`config.mk`:
```
export PLATFORM = sky130hd
export DESIGN_NAME = cfb_sequencer
export DESIGN_NICKNAME = d
export VERILOG_FILES = /design/src/rtl/core/cfb_pkg.sv /design/src/rtl/core/cfb_sequencer.sv
export SDC_FILE = /design/constraint.sdc
export NUM_CORES = 1
export LEC_CHECK = 0
export BUFFER_PORTS_ARGS = -buffer_cell sky130_fd_sc_hd__buf_2
export CELL_PAD_IN_SITES_DETAIL_PLACEMENT = 0
export CELL_PAD_IN_SITES_GLOBAL_PLACEMENT = 1
export CORE_MARGIN = 3
export CORE_UTILIZATION = 45
export CTS_CLUSTER_DIAMETER = 40
export DETAILED_ROUTE_END_ITERATION = 6
export PLACE_DENSITY_LB_ADDON = 0.1
export SYNTH_ARGS = -nofsm -noshare
export SYNTH_HDL_FRONTEND = slang
export SYNTH_SLANG_ARGS = --single-unit
```
`constraint.sdc`:
```
create_clock -name clk -period 12.3 [get_ports clk]
set_clock_uncertainty 0.05 [all_clocks]
set_input_delay 1.23 -clock clk [delete_from_list [all_inputs] [get_ports clk]]
set_output_delay 1.23 -clock clk [all_outputs]
set_load 0.03 [all_outputs]
```
`src/rtl/core/cfb_pkg.sv`:
```
`timescale 1ns / 1ps
// Shared constants, types and helper functions for the clipped rectangle-fill framebuffer.
package cfb_pkg;

	localparam int MAX_WIDTH    = 256;
	localparam int MAX_HEIGHT   = 512;
	localparam int COLOUR_BITS  = 16;
	localparam int RESET_WIDTH  = 240;
	localparam int RESET_HEIGHT = 320;

	// Bounds hold values up to and including the maximum size.
	localparam int XB_W   = $clog2(MAX_WIDTH + 1);
	localparam int YB_W   = $clog2(MAX_HEIGHT + 1);
	localparam int DEPTH  = MAX_WIDTH * MAX_HEIGHT;
	localparam int ADDR_W = $clog2(DEPTH);

	localparam int KIND_W       = 3;
	localparam int COORD_W      = 16;
	localparam int EDGE_W       = COORD_W + 2;
	localparam int SW_REG_W     = 9;
	localparam int SH_REG_W     = 10;
	localparam int CFG_W        = 10;
	localparam int COUNT_W      = 18;
	localparam int OUT_COLOUR_W = 16;

	typedef enum logic [KIND_W-1:0] {
		KIND_PIXEL      = 3'd0,
		KIND_FILL       = 3'd1,
		KIND_NARROW     = 3'd2,
		KIND_RESET_CLIP = 3'd3,
		KIND_READ       = 3'd4
	} kind_t;

	typedef enum logic {
		REG_SCREEN_WIDTH  = 1'b0,
		REG_SCREEN_HEIGHT = 1'b1
	} cfg_reg_t;

	typedef enum logic [2:0] {
		ST_CLEAR,
		ST_IDLE,
		ST_BOUNDS,
		ST_BASE,
		ST_FILL,
		ST_READ,
		ST_RDOUT
	} seq_state_t;

	typedef struct packed {
		logic [KIND_W-1:0]         kind;
		logic signed [COORD_W-1:0] pos_x;
		logic signed [COORD_W-1:0] pos_y;
		logic signed [COORD_W-1:0] rect_w;
		logic signed [COORD_W-1:0] rect_h;
		logic [COLOUR_BITS-1:0]    colour;
	} item_t;

	typedef struct packed {
		logic            empty;
		logic [XB_W-1:0] x0;
		logic [XB_W-1:0] x1;
		logic [YB_W-1:0] y0;
		logic [YB_W-1:0] y1;
	} bounds_t;

	typedef struct packed {
		logic                   we;
		logic                   re;
		logic [ADDR_W-1:0]      addr;
		logic [COLOUR_BITS-1:0] wdata;
	} mem_req_t;

	typedef struct packed {
		logic                    done;
		logic [OUT_COLOUR_W-1:0] read_colour;
		logic [COUNT_W-1:0]      pixels_written;
	} result_t;

	function automatic logic [XB_W-1:0] clamp_width(input logic [SW_REG_W-1:0] v);
		logic [XB_W-1:0] r;
		if (v == '0) begin
			r = XB_W'(1);
		end else if (int'(v) > MAX_WIDTH) begin
			r = XB_W'(MAX_WIDTH);
		end else begin
			r = XB_W'(v);
		end
		return r;
	endfunction

	function automatic logic [YB_W-1:0] clamp_height(input logic [SH_REG_W-1:0] v);
		logic [YB_W-1:0] r;
		if (v == '0) begin
			r = YB_W'(1);
		end else if (int'(v) > MAX_HEIGHT) begin
			r = YB_W'(MAX_HEIGHT);
		end else begin
			r = YB_W'(v);
		end
		return r;
	endfunction

endpackage

```
`src/rtl/core/cfb_sequencer.sv`:
```
`timescale 1ns / 1ps
// Request sequencer: clearing pass, row and column walk of fills, reads and result register.
module cfb_sequencer import cfb_pkg::*; (
	input  logic                   clk,
	input  logic                   arst_n,
	input  logic                   start,
	input  item_t                  item_in,
	output logic                   busy,
	output item_t                  item_q,
	output logic                   bnd_en,
	input  bounds_t                bnd,
	input  logic [XB_W-1:0]        screen_w,
	output mem_req_t               mem_req,
	input  logic [COLOUR_BITS-1:0] rd_data,
	output result_t                res
);

	seq_state_t state_q, state_d;

	logic [ADDR_W-1:0]       clr_addr_q;
	logic [ADDR_W-1:0]       base_q;
	logic [XB_W-1:0]         x_q;
	logic [YB_W-1:0]         y_q;
	logic [COUNT_W-1:0]      count_q;
	logic [YB_W+XB_W-1:0]    prod;
	logic                    last_x, last_y;
	logic                    emit;
	logic [OUT_COLOUR_W-1:0] emit_colour;
	logic [COUNT_W-1:0]      emit_count;
	logic                    done_q;
	logic [OUT_COLOUR_W-1:0] read_colour_q;
	logic [COUNT_W-1:0]      pixels_written_q;

	assign busy   = (state_q != ST_IDLE);
	assign prod   = bnd.y0 * screen_w;
	assign last_x = (x_q + XB_W'(1)) == bnd.x1;
	assign last_y = (y_q + YB_W'(1)) == bnd.y1;

	assign res.done           = done_q;
	assign res.read_colour    = read_colour_q;
	assign res.pixels_written = pixels_written_q;

	always_ff @(posedge clk or negedge arst_n) begin
		if (!arst_n) begin
			state_q    <= ST_CLEAR;
			clr_addr_q <= '0;
			done_q     <= 1'b0;
		end else begin
			state_q <= state_d;
			done_q  <= emit;
			if (state_q == ST_CLEAR) begin
				clr_addr_q <= clr_addr_q + ADDR_W'(1);
			end
		end
	end

	always_comb begin
		state_d     = state_q;
		bnd_en      = 1'b0;
		mem_req     = '0;
		emit        = 1'b0;
		emit_colour = '0;
		emit_count  = '0;
		unique case (state_q)
			ST_CLEAR: begin
				mem_req.we   = 1'b1;
				mem_req.addr = clr_addr_q;
				if (clr_addr_q == ADDR_W'(DEPTH - 1)) begin
					state_d = ST_IDLE;
				end
			end
			ST_IDLE: begin
				if (start) begin
					state_d = ST_BOUNDS;
				end
			end
			ST_BOUNDS: begin
				bnd_en = 1'b1;
				case (item_q.kind) inside
					KIND_PIXEL, KIND_FILL, KIND_READ: state_d = ST_BASE;
					default: begin
						emit    = 1'b1;
						state_d = ST_IDLE;
					end
				endcase
			end
			ST_BASE: begin
				if (bnd.empty) begin
					emit    = 1'b1;
					state_d = ST_IDLE;
				end else if (item_q.kind == KIND_READ) begin
					state_d = ST_READ;
				end else begin
					state_d = ST_FILL;
				end
			end
			ST_FILL: begin
				mem_req.we    = 1'b1;
				mem_req.addr  = base_q + ADDR_W'(x_q);
				mem_req.wdata = item_q.colour;
				if (last_x && last_y) begin
					emit       = 1'b1;
					emit_count = count_q + COUNT_W'(1);
					state_d    = ST_IDLE;
				end
			end
			ST_READ: begin
				mem_req.re   = 1'b1;
				mem_req.addr = base_q + ADDR_W'(x_q);
				state_d      = ST_RDOUT;
			end
			ST_RDOUT: begin
				emit        = 1'b1;
				emit_colour = OUT_COLOUR_W'(rd_data);
				state_d     = ST_IDLE;
			end
			default: state_d = ST_IDLE;
		endcase
	end

	always_ff @(posedge clk) begin
		if (emit) begin
			read_colour_q    <= emit_colour;
			pixels_written_q <= emit_count;
		end
		case (state_q)
			ST_IDLE: begin
				if (start) begin
					item_q <= item_in;
				end
			end
			ST_BASE: begin
				base_q  <= prod[ADDR_W-1:0];
				x_q     <= bnd.x0;
				y_q     <= bnd.y0;
				count_q <= '0;
			end
			ST_FILL: begin
				count_q <= count_q + COUNT_W'(1);
				if (last_x) begin
					x_q    <= bnd.x0;
					y_q    <= y_q + YB_W'(1);
					base_q <= base_q + ADDR_W'(screen_w);
				end else begin
					x_q <= x_q + XB_W'(1);
				end
			end
			default: begin
			end
		endcase
	end

endmodule
```
==> run metrics <==
outcome=finished clean; first-pass GRT wire length=47.9 mm; largest net degree at the start of global routing=84; largest family of logic cells by synthesized area=simple AND/OR/NAND/NOR gates; RR Startpoint=y_q[0]; Cell variety after synth=55; via count=8632; syn avg cell area=11.0 um2; CTS clk-pin slew, worst paths=80 ps; critical path, cell by cell=buf_2 -> nand2_1 -> fa_1 -> inv_1 -> fa_1 -> inv_1 -> fa_1 -> fa_1 -> inv_1 -> ha_1 -> nand2_1 -> o21ai_0 -> or3_1 -> a41oi_1 -> o21ai_1 -> xnor2_1 -> o21ai_1; WP buf/inv=4; Final Hold Fails=0; sequential share of power=0.348; CP max stage cell=fa_1; IO Count=305; area leader, netlist=edfxtp_1; Area contributors post-synth=edfxtp_1, fa_1, ha_1; Crit Path Class=in -> reg; LEAKAGE=6.22 nW; Tmin final=5280 ps; clk sinks=192; Final period util=0.429; Synth Area in Simple Gates=0.163; post-route ant nets=0; critical path depth=17; setup bufs post-CTS=0; GP Congestion=0.842; Yosys Warn Count=0; unrepaired setup endpoints after global routing=false; Worst R2R Path Depth=8; Power Density=211 nW/um2; Compound-Gate Fraction of Synth Area=0.0715; FF-to-FF End=pixels_written_q[5]; worst hold slack=458 ps; Yosys top cell area share=0.435; post-DP HPWL=24.0 mm; Crit path largest cell delay=560 ps; Most used DFF post-synth=edfxtp_1; mapped cell area=11800 um2; switching portion of total power=0.431; Die Span Y=168 um; layout cells sized above 1=0.264; Total Routed Length=30.8 mm; Pint=1.71 mW; Fillers=2287; cts hold-fix bufs=0; Slew Limit Fails=0; NetSw=1.30 mW; Setup crit start kind=input port; Max-slew headroom=0.254; Inserted Clock Buffers=17; CTS tree=done; final instance area=14300 um2; area grow syn2layout=20.8%; min-delay worst type=reg -> reg; Synth Area in Adders=0.157; Final setup viols=0; Critical Path AT=5410 ps; # nets final=1620; Die X=168 um; Cells after Synth=1070; 1st-pass router iterations=5; Max Cap Viol=0; CP endpoint=base_q[15]; PostCTS Resize Cnt=0; GRT Residual Overflow=0; residual DRC count=0; FP Rows=58; Worst Max-Slew Pin Slew=1120 ps; Peak Freq=0.189 GHz; most frequent cells in the layout=buf_2, edfxtp_1, nand2_1, inv_1, and2_1; Total GRT Usage=0.215; Crit path required time=12430 ps; CTS root buffer=clkbuf_16; Crit. End Element=flip-flop; initial antenna violation count=3; crit-path most repeated cell=fa_1; Initial Utilization=0.463; WL/cell=18.1 um; core area=25500 um2; H-tree Lvls=4; synthesis-stage register bit count=192; flop-to-flop setup slack=8530 ps; post-synthesis mux area share=0.0101; CP Launch Point=screen_w[2]; register area share after synthesis=0.480; total power=3.01 mW; latest clock arrival within the worst-skew pair=430 ps; clk buf depth=2; Mapped Nets=1333; asr flop ratio synth=0.109; number of global-route vias before repair=8473; most common cell after layout, fill and taps aside=buf_2; Crit Path Max Fanout=11; Post-DP Area=13600 um2; setup TNS=0 ps; cell family with most CP delay=adder cells; Peak VDD IR=0.146 mV; Post-synth EDFFs=171; DRC violation total after the first TritonRoute iteration=669; Clk network pwr share=0.194; Port Buffers=304; DR vias/cell=5.07; combinational share of power=0.458; xor and xnor fraction of the mapped netlist area=0.0750; die area=28200 um2
[cells by family (layout without fill, tap and decap cells)]
logic type      Yosys count  after routing
mux                      11             11
other cells               0              1
buf+inv                 133            433
compound gates          135            135
xor+xnor                101            101
simple gates            385            385
flops                   192            192
fa+ha+maj               113            113
[layer usage]
layer / track usage / part of all wire
met5: 0 / 0.00045
met4: 0.0423 / 0.012
met3: 0.0406 / 0.060
met2: 0.337 / 0.46
met1: 0.318 / 0.46
[power by group through the flow]
stage | Combinational [mW] | Clock (mW) | Sequential, mW
after floorplan | 0.942 | 0 | 1.13
after global routing | 1.54 | 0.626 | 1.07
after detailed placement | 1.39 | 0 | 1.06
final | 1.38 | 0.583 | 1.05
after global placement | 1.38 | 0 | 1.06
after CTS | 1.40 | 0.600 | 1.05
[sequential cells by signal, summed over array words and instances, names as in the netlist, 3 cells and up]
name,count
base_q,17
read_colour_q,16
state_q,3
clr_addr_q,17
pixels_written_q,18
x_q,9
count_q,18
item_q,83
y_q,10
[layout make-up]
cell class / count / area [um2] / share of cell area
multi-input combinational: 745 / 5650 / 0.396
inverter: 91 / 342 / 0.0240
antenna: 1 / 2.50 / 0.000176
clock buffer: 18 / 429 / 0.0301
tap: 330 / 413 / 0.0290
clock inverter: 14 / 191 / 0.0134
sequential: 192 / 5660 / 0.397
timing repair buffer: 310 / 1570 / 0.110
[stage by stage]
| step | cells | setup WS [ps] | util |
|---|---|---|---|
| 2_1_floorplan | 1070 | 6690 | - |
| 3_3_place_gp | 1668 | 6580 | 0.535 |
| 3_5_place_dp | 1668 | 6550 | 0.535 |
| 4_1_cts | 1700 | 7010 | 0.559 |
| 5_1_grt | 1701 | 6810 | 0.559 |
| 6_report | 1701 | 7020 | 0.559 |
[worst min path at each step]
| stage | from | end | slack, ps | depth (start not counted) |
|---|---|---|---|---|
| final | clr_addr_q[11] | clr_addr_q[11] | 460 | 1 |
| after global routing | clr_addr_q[11] | clr_addr_q[11] | 480 | 1 |
| after CTS | clr_addr_q[11] | clr_addr_q[11] | 460 | 1 |
| after detailed placement | clr_addr_q[11] | clr_addr_q[11] | 450 | 1 |
| after global placement | clr_addr_q[10] | clr_addr_q[10] | 450 | 1 |
| after floorplan | clr_addr_q[11] | clr_addr_q[11] | 410 | 1 |
[cells in the mapped netlist (3+ instances only)]
cell      instances
a211oi_1          4
a21o_1            6
a21oi_1          21
a22o_1            5
and2_1           70
and3_1           26
and4_1            5
buf_2             4
clkbuf_1         36
dfrtp_1          21
edfxtp_1        171
fa_1             58
ha_1             55
inv_1            91
mux2_2            7
mux2i_1           4
nand2_1         123
nand2b_1          7
nand3_1          22
nand4_1          15
nor2_1           66
nor2b_1           9
nor3_1           27
o21a_1           11
o21ai_0          57
o21bai_1          6
o22ai_1           4
o31ai_1           3
or3_1             5
xnor2_1          58
xor2_1           43
Power figures use the tool's default switching activity.
