File: config.mk
export PLATFORM = sky130hd
export DESIGN_NAME = cfb_clip_unit
export DESIGN_NICKNAME = d
export VERILOG_FILES = /design/src/rtl/core/cfb_pkg.sv /design/src/rtl/core/cfb_clip_unit.sv
export SDC_FILE = /design/constraint.sdc
export NUM_CORES = 1
export LEC_CHECK = 0
export BUFFER_PORTS_ARGS = -buffer_cell sky130_fd_sc_hd__buf_4
export CORE_MARGIN = 3
export CORE_UTILIZATION = 36
export CTS_BUF_LIST = sky130_fd_sc_hd__clkbuf_16
export DETAILED_ROUTE_END_ITERATION = 8
export PLACE_DENSITY_LB_ADDON = 0.15
export REMOVE_ABC_BUFFERS = 1
export SLEW_MARGIN = 0
export SYNTH_ARGS = -nofsm -noshare
export SYNTH_HDL_FRONTEND = slang
export SYNTH_SLANG_ARGS = --single-unit
File: constraint.sdc
create_clock -name clk -period 11.54 [get_ports clk]
set_input_delay 1.154 -clock clk [delete_from_list [all_inputs] [get_ports clk]]
set_output_delay 1.154 -clock clk [all_outputs]
set_load 0.03 [all_outputs]
File: src/rtl/core/cfb_pkg.sv
`timescale 1ns / 1ps
// Shared constants, types and helper functions for the clipped rectangle-fill framebuffer.
package cfb_pkg;

	localparam int MAX_WIDTH    = 256;
	localparam int MAX_HEIGHT   = 512;
	localparam int COLOUR_BITS  = 16;
	localparam int RESET_WIDTH  = 240;
	localparam int RESET_HEIGHT = 320;

	// Bounds hold values up to and including the maximum size.
	localparam int XB_W   = $clog2(MAX_WIDTH + 1);
	localparam int YB_W   = $clog2(MAX_HEIGHT + 1);
	localparam int DEPTH  = MAX_WIDTH * MAX_HEIGHT;
	localparam int ADDR_W = $clog2(DEPTH);

	localparam int KIND_W       = 3;
	localparam int COORD_W      = 16;
	localparam int EDGE_W       = COORD_W + 2;
	localparam int SW_REG_W     = 9;
	localparam int SH_REG_W     = 10;
	localparam int CFG_W        = 10;
	localparam int COUNT_W      = 18;
	localparam int OUT_COLOUR_W = 16;

	typedef enum logic [KIND_W-1:0] {
		KIND_PIXEL      = 3'd0,
		KIND_FILL       = 3'd1,
		KIND_NARROW     = 3'd2,
		KIND_RESET_CLIP = 3'd3,
		KIND_READ       = 3'd4
	} kind_t;

	typedef enum logic {
		REG_SCREEN_WIDTH  = 1'b0,
		REG_SCREEN_HEIGHT = 1'b1
	} cfg_reg_t;

	typedef enum logic [2:0] {
		ST_CLEAR,
		ST_IDLE,
		ST_BOUNDS,
		ST_BASE,
		ST_FILL,
		ST_READ,
		ST_RDOUT
	} seq_state_t;

	typedef struct packed {
		logic [KIND_W-1:0]         kind;
		logic signed [COORD_W-1:0] pos_x;
		logic signed [COORD_W-1:0] pos_y;
		logic signed [COORD_W-1:0] rect_w;
		logic signed [COORD_W-1:0] rect_h;
		logic [COLOUR_BITS-1:0]    colour;
	} item_t;

	typedef struct packed {
		logic            empty;
		logic [XB_W-1:0] x0;
		logic [XB_W-1:0] x1;
		logic [YB_W-1:0] y0;
		logic [YB_W-1:0] y1;
	} bounds_t;

	typedef struct packed {
		logic                   we;
		logic                   re;
		logic [ADDR_W-1:0]      addr;
		logic [COLOUR_BITS-1:0] wdata;
	} mem_req_t;

	typedef struct packed {
		logic                    done;
		logic [OUT_COLOUR_W-1:0] read_colour;
		logic [COUNT_W-1:0]      pixels_written;
	} result_t;

	function automatic logic [XB_W-1:0] clamp_width(input logic [SW_REG_W-1:0] v);
		logic [XB_W-1:0] r;
		if (v == '0) begin
			r = XB_W'(1);
		end else if (int'(v) > MAX_WIDTH) begin
			r = XB_W'(MAX_WIDTH);
		end else begin
			r = XB_W'(v);
		end
		return r;
	endfunction

	function automatic logic [YB_W-1:0] clamp_height(input logic [SH_REG_W-1:0] v);
		logic [YB_W-1:0] r;
		if (v == '0) begin
			r = YB_W'(1);
		end else if (int'(v) > MAX_HEIGHT) begin
			r = YB_W'(MAX_HEIGHT);
		end else begin
			r = YB_W'(v);
		end
		return r;
	endfunction

endpackage

File: src/rtl/core/cfb_clip_unit.sv
`timescale 1ns / 1ps
// Screen size registers, clip rectangle and the bounds calculation for one request.
module cfb_clip_unit import cfb_pkg::*; (
	input  logic             clk,
	input  logic             arst_n,
	input  logic             cfg_valid,
	input  logic             cfg_index,
	input  logic [CFG_W-1:0] cfg_data,
	input  item_t            item,
	input  logic             bnd_en,
	output bounds_t          bnd_q,
	output logic [XB_W-1:0]  screen_w
);

	logic [XB_W-1:0]           sw_q;
	logic [YB_W-1:0]           sh_q;
	logic signed [COORD_W-1:0] cl_q;
	logic signed [COORD_W-1:0] ct_q;
	logic [XB_W-1:0]           cw_q;
	logic [YB_W-1:0]           ch_q;

	logic is_read;
	logic is_fill_or_narrow;
	logic signed [EDGE_W-1:0] px_e, py_e, w_e, h_e, sw_e, sh_e;
	logic signed [EDGE_W-1:0] clo_x, chi_x, clo_y, chi_y;
	logic signed [EDGE_W-1:0] mx0, mx1, my0, my1, x0, x1, y0, y1;
	logic empty;

	assign screen_w = sw_q;

	always_comb begin
		is_read           = (item.kind == KIND_READ);
		is_fill_or_narrow = (item.kind == KIND_FILL) || (item.kind == KIND_NARROW);
		px_e = EDGE_W'(item.pos_x);
		py_e = EDGE_W'(item.pos_y);
		// A single pixel is a one by one rectangle.
		w_e  = is_fill_or_narrow ? EDGE_W'(item.rect_w) : EDGE_W'(1);
		h_e  = is_fill_or_narrow ? EDGE_W'(item.rect_h) : EDGE_W'(1);
		sw_e = EDGE_W'(sw_q);
		sh_e = EDGE_W'(sh_q);
		// Reads are bounded by the screen alone.
		clo_x = is_read ? '0 : EDGE_W'(cl_q);
		clo_y = is_read ? '0 : EDGE_W'(ct_q);
		chi_x = is_read ? sw_e : EDGE_W'(cl_q) + EDGE_W'(cw_q);
		chi_y = is_read ? sh_e : EDGE_W'(ct_q) + EDGE_W'(ch_q);
		mx0 = (px_e > clo_x) ? px_e : clo_x;
		my0 = (py_e > clo_y) ? py_e : clo_y;
		mx1 = ((px_e + w_e) < chi_x) ? (px_e + w_e) : chi_x;
		my1 = ((py_e + h_e) < chi_y) ? (py_e + h_e) : chi_y;
		x0 = (mx0 > 0) ? mx0 : '0;
		y0 = (my0 > 0) ? my0 : '0;
		x1 = (mx1 < sw_e) ? mx1 : sw_e;
		y1 = (my1 < sh_e) ? my1 : sh_e;
		empty = (x1 <= x0) || (y1 <= y0);
	end

	always_ff @(posedge clk) begin
		if (bnd_en) begin
			bnd_q.empty <= empty;
			bnd_q.x0    <= x0[XB_W-1:0];
			bnd_q.x1    <= x1[XB_W-1:0];
			bnd_q.y0    <= y0[YB_W-1:0];
			bnd_q.y1    <= y1[YB_W-1:0];
		end
	end

	always_ff @(posedge clk or negedge arst_n) begin
		if (!arst_n) begin
			sw_q <= clamp_width(SW_REG_W'(RESET_WIDTH));
			sh_q <= clamp_height(SH_REG_W'(RESET_HEIGHT));
			cl_q <= '0;
			ct_q <= '0;
			cw_q <= clamp_width(SW_REG_W'(RESET_WIDTH));
			ch_q <= clamp_height(SH_REG_W'(RESET_HEIGHT));
		end else begin
			if (cfg_valid) begin
				unique case (cfg_reg_t'(cfg_index))
					REG_SCREEN_WIDTH:  sw_q <= clamp_width(cfg_data[SW_REG_W-1:0]);
					REG_SCREEN_HEIGHT: sh_q <= clamp_height(cfg_data[SH_REG_W-1:0]);
				endcase
			end
			if (bnd_en && item.kind == KIND_NARROW) begin
				// The clip only shrinks, so its size always fits the screen limits.
				cl_q <= mx0[COORD_W-1:0];
				ct_q <= my0[COORD_W-1:0];
				cw_q <= (mx1 > mx0) ? XB_W'(mx1 - mx0) : '0;
				ch_q <= (my1 > my0) ? YB_W'(my1 - my0) : '0;
			end else if (bnd_en && item.kind == KIND_RESET_CLIP) begin
				cl_q <= '0;
				ct_q <= '0;
				cw_q <= sw_q;
				ch_q <= sh_q;
			end
		end
	end

endmodule

==> flow_summary.yaml <==
drt:
  viasPerCell: 5.61
  drc_errors: 0
  firstDrtPassIters: 7
  drtIter0Drc: 1038
  num_vias: 12300
  wirelength_um: 44100
  routedWlPerCell_um: 20.2
  antenna_left: 0
worst_setup_path:
  start_kind: "input port"
  crit_type: "input port to flip-flop"
  cp.arrival_ns: 10.29
  reg2reg_depth: 31
  slowest_stage: "mux2i_1"
  cp-end-kind: "flip-flop"
  cpMostUsedCell: "ha_1"
  cpPeakStageDelay_ns: 0.55
  cp_max_fo: 24
  cp.required_ns: 11.65
synthesis:
  synth_cell_types: 82
  synth_edf_count: 39
  synth_compound_area_frac: 0.224
  avgSynthCellArea_um2: 8.25
  synth_top_family_by_area: "compound AO/OA/AOI/OAI gates"
  yosysWarnings: 0
  yosysSeqAreaShare: 0.224
  synthMuxAreaShare: 0.0479
  synth-seq-cells: 109
  synth_top_area_share: 0.197
  yosys-top-cells-count: "ha_1, nand2_1, inv_1, nor2_1, a21oi_1"
  synth_area_leaders: "ha_1, dfrtp_1, edfxtp_1"
  yosys.area_share.adder: 0.207
  yosysTopAreaCell: "ha_1"
  synthArstFlopShare: 0.642
  yosysMostFrequentCell: "ha_1"
  syn_inst: 1586
  synthXorXnorAreaFrac: 0.0294
  synthSimpleGateAreaFrac: 0.215
  synth_area_um2: 13100
  synthFlopType: "dfrtp_1"
clock_tree:
  htreeDepth: 3
  postCtsSetupBuffers: 0
  clk_latency_ns: 0.37
  cts_resized: 0
  clockBufferDepth: 2
  cts_hold_buf: 0
  cts_tree: "built"
  clkTransAtPathRegs_ns: 0.09
  cts_made_buffers: 9
  cts.sinks: 109
  root_buffer: "clkbuf_16"
final_layout:
  num-nets-final: 2033
  synthToLayoutAreaGrowth_pct: 15.0
  regArea_um2: 2940
  diodes: 0
  layoutNonFillerInstCount: 2189
  drive_above_1_share: 0.148
  n_fill_cell: 3692
  multi_input_area_um2: 9490
power_and_ir_drop:
  power.net_switching_mw: 1.42
  p_leak_nw: 7.02
  p_clk_frac: 0.109
  p_seq_frac: 0.200
  power_density_nw_per_um2: 196
  total_power_mw: 2.96
  internal_power_mw: 1.54
  p_comb_frac: 0.691
  ir_drop_mv: 0.0871
  p_sw_frac: 0.479
sta:
  rsz0062_at_grt: "no"
  finalCritPeriodShare: 0.882
  hold_viol: 0
  setup_viol: 0
  setup_tns_ns: 0
  skew_ns: 0.0221
  tightest_slew_ns: 1.17
  period_needed_ns: 10.18
  slew_headroom: 0.219
  fmax_mhz: 98.2
  slew_viol_final: 0
placed_design:
  numPortBuffers: 129
  place_congestion: 0.909
  dpl.cell_count: 2173
  dp_hpwl_um: 35200
global_routing:
  grt_pass1_vias: 11600
  grt_max_degree: 71
  antenna_found_initial: 0
  grt_pass1_wl_um: 68800
  overflow: 0
  track_usage: 0.227
die:
  dieArea_um2: 38700
  core-area_um2: 35700
  initial_core_util: 0.366
  io_pins: 146
  die_w_um: 197
  die_h_um: 197
  rows: 69
run_status:
  run_status: "finished clean"
min_path:
  hold_depth: 2
  hold_path.class: "flip-flop to flip-flop"
flow_run:
  cap_viol_max_count: 0
## area by class of cell
class                   instances  area share
multi-input cells            1309       0.630
flip-flops and latches        109       0.195
repair buffers                177      0.0891
well taps                     461      0.0383
inverters                     117      0.0292
clock buffers                   9      0.0150
clock inverters                 7     0.00316
## registers in the layout, indices dropped and copies added (netlist names)
register / cells
bnd_q: 39
cl_q: 16
ct_q: 16
ch_q: 10
sh_q: 10
cw_q: 9
screen_w: 9
## path summary, 6_finish.rpt
check,startpoint,to,slack (ns)
setup reg to reg,cl_q[0],bnd_q[38],2.28
min in group asynchronous,arst_n,ct_q[1],0.96
hold reg to reg,ct_q[15],ct_q[15],0.53
setup / recovery,item[80],bnd_q[38],1.36
hold / removal,ct_q[15],ct_q[15],0.53
max in group asynchronous,arst_n,cl_q[8],9.89
## worst max-delay path, delay by kind of cell
family                     cells  cell delay [ns]
buffers and inverters          5             0.93
and+or+nand+nor               12             2.49
muxes                          2             0.93
xor gates and xnor gates       1             0.21
AOI/OAI and AO/OA             10             2.83
adders and majority gates      5             1.69
## cell usage in the layout, fill, tap and decap left out, types with 6 or more instances in the layout
cell type / synthesis / routed
and2_1: 33 / 33
xnor2_1: 32 / 32
clkbuf_16: 0 / 9
o21a_1: 23 / 23
mux2_2: 21 / 21
o21ai_0: 101 / 101
nor3_1: 21 / 21
o31ai_1: 9 / 9
fa_1: 6 / 6
nand4_1: 33 / 33
a21o_1: 53 / 53
a21boi_0: 7 / 7
nor2_1: 114 / 112
and3_1: 21 / 21
o21bai_1: 6 / 6
xor2_1: 12 / 12
dfrtp_1: 58 / 58
or3_1: 6 / 6
nor2b_1: 50 / 50
o22ai_1: 8 / 8
nand3b_1: 12 / 12
dfstp_2: 12 / 12
mux2i_1: 28 / 28
edfxtp_1: 39 / 39
buf_4: 1 / 176
ha_1: 206 / 206
a22o_1: 6 / 6
or2_2: 7 / 7
a31oi_1: 28 / 28
a221o_1: 15 / 15
a21oi_1: 105 / 105
nand2_1: 130 / 129
nor4_1: 13 / 13
a211oi_1: 20 / 20
o211ai_1: 17 / 17
inv_1: 117 / 117
nand3_1: 26 / 26
nand2b_1: 53 / 53
## per-layer routing
layer  track usage  wire (µm)  vias up
met5             0          0        -
met4        0.0425        603        0
met3        0.0255       2540       37
met2         0.325      17800      359
met1         0.366      23100     5805
li1              -          -     6071
## power groups by stage
stage | logic, mW | registers, mW | clock network (mW)
detailed placement | 2.01 | 0.599 | 0
finish | 2.04 | 0.593 | 0.322
CTS | 2.03 | 0.593 | 0.327
floorplan | 1.30 | 0.635 | 0
global route | 2.28 | 0.602 | 0.341
global placement | 1.99 | 0.599 | 0
## logic make-up after synthesis
family | Yosys count
DFF | 109
muxes | 56
and+or+nand+nor | 545
adders and majority gates | 213
xor gates and xnor gates | 44
AOI/OAI and AO/OA | 448
other | 1
buffers and inverters | 170
## per-stage QoR
stage	instance area [µm²]	setup WS [ns]	hold WS, ns	utilization
4_1_cts	15100	1.44	0.525	0.421
6_report	15100	1.36	0.526	0.421
3_3_place_gp	14800	1.18	0.497	0.414
2_1_floorplan	12900	1.99	0.463	-
3_5_place_dp	14800	1.08	0.504	0.414
5_1_grt	15100	0.782	0.543	0.421
No activity file was read; power rests on OpenSTA's default activity.
